==> src/rtl/sil_pkg.sv <==
// Types and codes shared by the sorted insertion list.
// No dependencies; imported by sil_cell and sorted_insertion_list_top.
package sil_pkg;

   localparam int ENTRY_W = 32;

   localparam logic OP_INSERT = 1'b0;
   localparam logic OP_READ   = 1'b1;

   localparam logic [1:0] KIND_INSERTED = 2'd0;
   localparam logic [1:0] KIND_DROPPED  = 2'd1;
   localparam logic [1:0] KIND_ENTRY    = 2'd2;
   localparam logic [1:0] KIND_EMPTY    = 2'd3;

   typedef struct packed {
      logic                      operation;
      logic signed [ENTRY_W-1:0] value;
   } req_type;

   typedef struct packed {
      logic [1:0]                kind;
      logic signed [ENTRY_W-1:0] entry;
      logic                      last;
   } rsp_type;

   // Broadcast to every cell of the chain.
   typedef struct packed {
      logic                      insert;
      logic                      rotate;
      logic signed [ENTRY_W-1:0] value;
   } sil_cell_ctrl_type;

endpackage

==> src/rtl/sil_cell.sv <==
// One slot of the sorted list: holds a value, compares it against the
// broadcast insert value and shifts with its neighbors. Uses sil_pkg.
module sil_cell
   import sil_pkg::*;
(
   input  logic                      clock,
   input  sil_cell_ctrl_type         ctrl,
   input  logic                      occupied,
   input  logic                      is_tail,
   input  logic                      prev_less,
   input  logic signed [ENTRY_W-1:0] prev_entry,
   input  logic signed [ENTRY_W-1:0] next_entry,
   input  logic signed [ENTRY_W-1:0] head_entry,
   output logic                      less,
   output logic signed [ENTRY_W-1:0] entry
);

   logic signed [ENTRY_W-1:0] entry_ff;
   logic signed [ENTRY_W-1:0] entry_in;

   assign less  = occupied && (entry_ff < ctrl.value);
   assign entry = entry_ff;

   always_comb begin
      entry_in = entry_ff;
      priority if (ctrl.insert) begin
         // smaller values stay put; the first slot not smaller takes the value,
         // the ones behind it shift up by one
         if (!less) begin
            entry_in = prev_less ? ctrl.value : prev_entry;
         end
      end else if (ctrl.rotate) begin
         // readout walks the list through slot 0 and wraps the head to the tail
         entry_in = is_tail ? head_entry : next_entry;
      end else begin
         entry_in = entry_ff;
      end
   end

   always_ff @(posedge clock) begin
      entry_ff <= entry_in;
   end

endmodule

==> src/rtl/sorted_insertion_list_top.sv <==
// Sorted insertion list, top level: request/response handshake, count,
// readout control and the chain of sil_cell slots. Uses sil_pkg.
//
//   channel   dir   payload    handshake
//   req_      in    req_type   req_valid / req_stall
//   rsp_      out   rsp_type   rsp_valid / rsp_stall
//
// On an insert every cell compares in parallel and shifts in place.
// On a read of n entries the chain rotates one slot per beat
// through cell 0 and is back in order after the last beat.
// Reset clears the count and handshake state; slot contents are left as they are.
// A stalled response holds the chain and the request side.
module sorted_insertion_list_top
   import sil_pkg::*;
#(
   parameter int LIST_DEPTH = 32
) (
   input  logic    clock,
   input  logic    reset,
   input  logic    req_valid,
   output logic    req_stall,
   input  req_type req_data,
   output logic    rsp_valid,
   input  logic    rsp_stall,
   output rsp_type rsp_data
);

   localparam int CNT_W = $clog2(LIST_DEPTH + 1);

   logic [CNT_W-1:0] count_ff, count_in;
   logic [CNT_W-1:0] left_ff, left_in;
   logic             busy_ff, busy_in;
   logic             rsp_valid_ff, rsp_valid_in;
   rsp_type          rsp_data_ff, rsp_data_in;

   logic              out_ready;
   logic              req_accept;
   logic              full;
   logic              load;
   sil_cell_ctrl_type ctrl;

   logic signed [ENTRY_W-1:0] entry_w [LIST_DEPTH];
   logic                      less_w  [LIST_DEPTH];

   assign out_ready  = !rsp_valid_ff || !rsp_stall;
   assign req_stall  = busy_ff || !out_ready;
   assign req_accept = req_valid && !req_stall;
   assign full       = (count_ff == CNT_W'(LIST_DEPTH));

   assign ctrl.insert = req_accept && (req_data.operation == OP_INSERT) && !full;
   assign ctrl.rotate = busy_ff && out_ready;
   assign ctrl.value  = req_data.value;

   for (genvar i = 0; i < LIST_DEPTH; i++) begin : g_cell
      logic                      prev_less;
      logic signed [ENTRY_W-1:0] prev_entry;
      logic signed [ENTRY_W-1:0] next_entry;

      if (i == 0) begin : g_head
         assign prev_less  = 1'b1;
         assign prev_entry = req_data.value;
      end else begin : g_body
         assign prev_less  = less_w[i-1];
         assign prev_entry = entry_w[i-1];
      end

      if (i == LIST_DEPTH - 1) begin : g_end
         assign next_entry = entry_w[0];
      end else begin : g_mid
         assign next_entry = entry_w[i+1];
      end

      sil_cell u_cell (
         .clock      (clock),
         .ctrl       (ctrl),
         .occupied   (CNT_W'(i) < count_ff),
         .is_tail    (CNT_W'(i + 1) == count_ff),
         .prev_less  (prev_less),
         .prev_entry (prev_entry),
         .next_entry (next_entry),
         .head_entry (entry_w[0]),
         .less       (less_w[i]),
         .entry      (entry_w[i])
      );
   end

   always_comb begin
      count_in    = count_ff;
      left_in     = left_ff;
      busy_in     = busy_ff;
      load        = 1'b0;
      rsp_data_in = rsp_data_ff;

      priority if (ctrl.rotate) begin
         load              = 1'b1;
         rsp_data_in.kind  = KIND_ENTRY;
         rsp_data_in.entry = entry_w[0];
         rsp_data_in.last  = (left_ff == CNT_W'(1));
         left_in           = left_ff - CNT_W'(1);
         busy_in           = (left_ff != CNT_W'(1));
      end else if (req_accept) begin
         if (req_data.operation == OP_INSERT) begin
            load              = 1'b1;
            rsp_data_in.kind  = full ? KIND_DROPPED : KIND_INSERTED;
            rsp_data_in.entry = req_data.value;
            rsp_data_in.last  = 1'b1;
            if (!full) begin
               count_in = count_ff + CNT_W'(1);
            end
         end else if (count_ff == '0) begin
            load              = 1'b1;
            rsp_data_in.kind  = KIND_EMPTY;
            rsp_data_in.entry = '0;
            rsp_data_in.last  = 1'b1;
         end else begin
            busy_in = 1'b1;
            left_in = count_ff;
         end
      end else begin
         load = 1'b0;
      end

      rsp_valid_in = out_ready ? load : rsp_valid_ff;
   end

   always_ff @(posedge clock) begin
      if (reset) begin
         count_ff     <= '0;
         left_ff      <= '0;
         busy_ff      <= 1'b0;
         rsp_valid_ff <= 1'b0;
      end else begin
         count_ff     <= count_in;
         left_ff      <= left_in;
         busy_ff      <= busy_in;
         rsp_valid_ff <= rsp_valid_in;
      end
   end

   always_ff @(posedge clock) begin
      if (load) begin
         rsp_data_ff <= rsp_data_in;
      end
   end

   assign rsp_valid = rsp_valid_ff;
   assign rsp_data  = rsp_data_ff;

endmodule

==> config.mk <==
export PLATFORM = sky130hd
export DESIGN_NAME = sorted_insertion_list_top
export DESIGN_NICKNAME = d
export VERILOG_FILES = /design/src/rtl/sil_pkg.sv /design/src/rtl/sil_cell.sv /design/src/rtl/sorted_insertion_list_top.sv
export SDC_FILE = /design/constraint.sdc
export NUM_CORES = 2
export LEC_CHECK = 0
export ABC_CLOCK_PERIOD_IN_PS = 14600
export BUFFER_PORTS_ARGS = -buffer_cell sky130_fd_sc_hd__buf_2
export CAP_MARGIN = 25
export CELL_PAD_IN_SITES_DETAIL_PLACEMENT = 1
export CELL_PAD_IN_SITES_GLOBAL_PLACEMENT = 1
export CORE_MARGIN = 3
export CORE_UTILIZATION = 55
export DETAILED_ROUTE_END_ITERATION = 8
export GPL_ROUTABILITY_DRIVEN = 0
export PLACE_DENSITY = 0.94
export SLEW_MARGIN = 20
export SYNTH_ARGS = -nofsm -noshare
export SYNTH_HDL_FRONTEND = slang
export SYNTH_HIERARCHICAL = 1
export SYNTH_SLANG_ARGS = --single-unit
==> constraint.sdc <==
create_clock -name clock -period 14.6 [get_ports clock]
set_input_delay 1.46 -clock clock [delete_from_list [all_inputs] [get_ports clock]]
set_output_delay 1.46 -clock clock [all_outputs]
set_load 0.02 [all_outputs]
==> results of run 1 <==
per-stage QoR:
| stage | instances | setup slack [ns] | util | hold slack, ns |
|---|---|---|---|---|
| floorplan | 9815 | 6.03 | - | 0.470 |
| global placement | 11700 | 8.13 | 0.574 | 0.479 |
| detailed placement | 11700 | 7.84 | 0.574 | 0.514 |
| CTS | 11900 | 8.13 | 0.599 | 0.549 |
routing by layer:
metal  global-route usage  GRT overflow
met5                0.319             0
met4                0.675           109
met3                0.557             1
met2                0.808           112
met1                0.686             3
==> results.md, run 1 <==
- In this run the vertical extent of the chip is 414 um.
- After floorplanning, the core was divided into 149 placement rows.
- The run stopped with a tool error.
- The combined area of all synthesized cells is 91700 um^2.
- The number of gates resized after CTS was 0.
- The count of buffers added on input and output ports is 73.
- The remaining global-route overflow is 225.
- The post-synthesis average cell area is 9.34 um^2.
- The post-detailed-placement cell area is 94900 um^2.
- The clock passes through at most 3 buffers.
- The clock sink total is 1073.
- When the netlist entered floorplanning its net count stood at 10800.
- The half-perimeter wire length after placement is 287000 um.
- In this run the clock root is driven by a clkbuf_16.
- The run ended at global routing.
- The die width is 414 um.
- In this run the number of H-tree levels came out at 4.
- Once the clock tree was built, the setup fixing pass inserted 0 buffers.
- The initial standard-cell utilization of the core is 0.555.
- Entering global routing, the biggest net connects 228 pins.
- The Yosys step of the flow raised 6 warnings.
- Across every metal layer, demand over resource in global routing totals 0.681.
- The tool reported: "[ERROR GRT-0232] Routing congestion too high. Check the congestion heatmap in the GUI".
- The number of instances in the synthesized netlist is 9815.
- The total of hold buffers inserted after clock tree synthesis is 0.
- For this design the top-level I/O count stands at 74.
- The CTS buffer count is 134.
==> run 2: changes to the inputs <==
--- a/config.mk
+++ b/config.mk
@@ -8,13 +8,11 @@
 export ABC_CLOCK_PERIOD_IN_PS = 14600
 export BUFFER_PORTS_ARGS = -buffer_cell sky130_fd_sc_hd__buf_2
 export CAP_MARGIN = 25
-export CELL_PAD_IN_SITES_DETAIL_PLACEMENT = 1
-export CELL_PAD_IN_SITES_GLOBAL_PLACEMENT = 1
 export CORE_MARGIN = 3
-export CORE_UTILIZATION = 55
+export CORE_UTILIZATION = 40
 export DETAILED_ROUTE_END_ITERATION = 8
 export GPL_ROUTABILITY_DRIVEN = 0
-export PLACE_DENSITY = 0.94
+export PLACE_DENSITY_LB_ADDON = 0.15
 export SLEW_MARGIN = 20
 export SYNTH_ARGS = -nofsm -noshare
 export SYNTH_HDL_FRONTEND = slang
==> results.md, run 2 <==
- The number of levels in the clock H-tree is 4 (unchanged).
- The worst-case clock buffer depth is 3 (unchanged).
- The total of hold buffers inserted after clock tree synthesis is 0 (unchanged).
- The count of TritonRoute iterations in the first routing pass is 8.
- The startpoint of the most critical register-to-register path is count_ff[0].
- The clock latency on the worst-skew pair is 0.84 ns.
- After floorplanning, the core was sized to cover 228000 um^2.
- The capturing instance or port of the critical path is g_cell[18].u_cell/entry[14].
- The final layout contains routed wiring with a total length of 374000 um.
- Measured against its own limit, the worst slew margin works out to 0.246.
- The clock sink total was 1073 (unchanged).
- Result of the run: completed (was did not finish).
- Counting the fill cells in the layout gives 22000.
- For the worst setup path, the data arrival time is 6.58 ns.
- The number of standard-cell rows in the floorplan is 175 (was 149).
- The number of max-slew violations in the final report came to 0.
- The fmax is 0.168 GHz.
- For the pin with the worst max-slew slack, the measured transition is 1.12 ns.
- Compared with the post-synthesis result, the final layout area differs by 9.70%.
- The number of global-route vias before repair is 77000.
- The number of antenna violations at the first check in global routing came to 14.
- TritonCTS built the clock tree.
- The leakage power figure is 37.6 nW.
- The largest clock skew in the final design is 0.0522 ns.
- STA classifies the critical path endpoint as a flop.
- The half-perimeter wire length after placement is 260000 um (was 287000 um).
- The CTS root buffer is clkbuf_16 (unchanged).
- After layout, the minimum clock period comes to 5.94 ns.
- Setup repair after global routing left no endpoint under its margin.
- The critical path startpoint is count_ff[0].
- The die width was 485 um (was 414 um).
- The count of instances resized after the clock tree is built was 0 (unchanged).
- The type of the worst setup path is flop to flop.
- Counting cells, the worst reg-to-reg path comes to 10.
- The count of buffers inserted at the top-level ports is 73 (unchanged).
- VDD sags by at most 0.000116 V.
- Dividing the detail-routed wire length by the instance count gives 29.2 um.
- The post-detailed-placement cell area is 96100 um^2 (was 94900 um^2).
- The number of hold violations in the final report is 0.
- The summed area of non-filler cells in the final layout is 101000 um^2.
- The worst-case setup slack after placement is 8.24 ns (was 7.84 ns).
- The library cells used most frequently in the layout, excluding fill and tap cells, are a21oi_1 (1453), a211oi_1 (1086), edfxtp_1 (1059).
- The sort of element at the start of the critical path is a flop.
- The global-route wire length before repair is 542000 um.
- The post-synthesis average cell area is 9.34 um^2 (unchanged).
- The combined global-route utilization of all metal layers is 0.307.
- The max-capacitance violation count is 0.
- Along the worst path, the maximum fanout reaches 129.
- Leaving out filler cells and counting taps, the final layout contains 12800.
- The endpoint identified for the worst register-to-register timing path is g_cell[18].u_cell/entry[14].
- The average via count per standard cell is 6.24.
- In the routed design, unresolved DRC markers number 0.
- The clock slew seen by the registers of the worst setup and hold paths is 0.05 ns.
- The initial standard-cell utilization of the core is 0.403 (was 0.555).
- Summing over every cut layer, the via total after detailed routing is 80000.
- The height of the die came to 485 um (was 414 um).
- The fraction of final layout cells with drive strength greater than 1 is 0.0652.
- The CTS buffer count was 141 (was 134).
- The number of placed cells counting well taps was 12500 (was 11700).
- Measured on the finished design, the core utilization comes to 0.442.
- The number of flip-flops under the largest register name is 1024.
- Setup slack on the worst reg-to-reg path comes out at 8.66 ns.
- The total design power is 9.77 mW.
- The number of setup buffers added after CTS is 0 (unchanged).
- The detail route stage leaves a number of antenna-violating nets equal to 0.
- The combined area of all synthesized cells is 91700 um^2 (unchanged).
- The number of nets in the finished design is 10700.
- For the worst setup path, the data required time is 15.24 ns.
- The part of the cycle the worst path needs is 0.407.
- The number of top-level design ports is 74 (unchanged).
- On the final layout, the worst hold slack is 0.491 ns.
- Summed over all failing endpoints, the final setup total negative slack is 0 ns.
- The number of instances in the synthesized netlist is 9815 (unchanged).
- The die covers 235000 um^2.
- The largest net degree at the start of global routing is 197.
- The library cell used most frequently in the layout, excluding fill and tap cells, is a21oi_1.
- The total overflow left after global routing is 0.
- The warning count from the yosys run came to 6 (unchanged).
- The total nets after synthesis came to 10800 (unchanged).
- The ratio of total power to cell area is 97.1 nW/um^2.
- The final setup violation count is 0.
- The worst-case setup margin in the final layout is 8.66 ns.
- The initial DRC count is 9035.
- In this run the worst hold path is classified as flop to flop.
==> run 2: cell type report <==
class / instances / area [um^2] / share of cell area
clock buffers: 183 / 3790 / 0.0377
flip-flops and latches: 1073 / 32100 / 0.319
well taps: 3009 / 3760 / 0.0374
diodes: 11 / 27.5 / 0.000274
multi-input cells: 7134 / 54200 / 0.538
inverters: 1007 / 3780 / 0.0376
repair buffers: 318 / 2380 / 0.0236
clock inverters: 74 / 624 / 0.00621
==> run 2: layer usage <==
layer / wire length, um / global-route usage
met5: 227 / 0.00429
met4: 27400 / 0.189
met3: 34400 / 0.0591
met2: 155000 / 0.449
met1: 157000 / 0.418
==> run 2: worst min path at each step <==
stage                    start          to  slack [ns]  cells after the start
floorplan           left_ff[5]  left_ff[5]        0.47                      2
global placement    left_ff[5]  left_ff[5]        0.48                      2
detailed placement  left_ff[5]  left_ff[5]        0.49                      2
CTS                 left_ff[5]  left_ff[5]        0.50                      2
global route        left_ff[5]  left_ff[5]        0.55                      2
finish              left_ff[5]  left_ff[5]        0.49                      2
==> run 2: power breakdown <==
group	internal (mW)	switching, mW	total [mW]
Sequential	3.74	0.303	4.05
Combinational	0.772	1.48	2.25
Clock	1.98	1.49	3.47
Total	6.49	3.28	9.77
==> run 2: critical path: stages, from the launching register on <==
cell      delay, ns
dfxtp_1        0.49
inv_1          0.35
ha_1           0.35
a41o_1         0.37
nor2_4         0.76
buf_12         0.51
buf_4          0.62
buf_4          0.81
buf_4          0.88
a211oi_1       0.15
a21oi_1        0.19
Note: power is estimated with default switching activity, not from simulation.
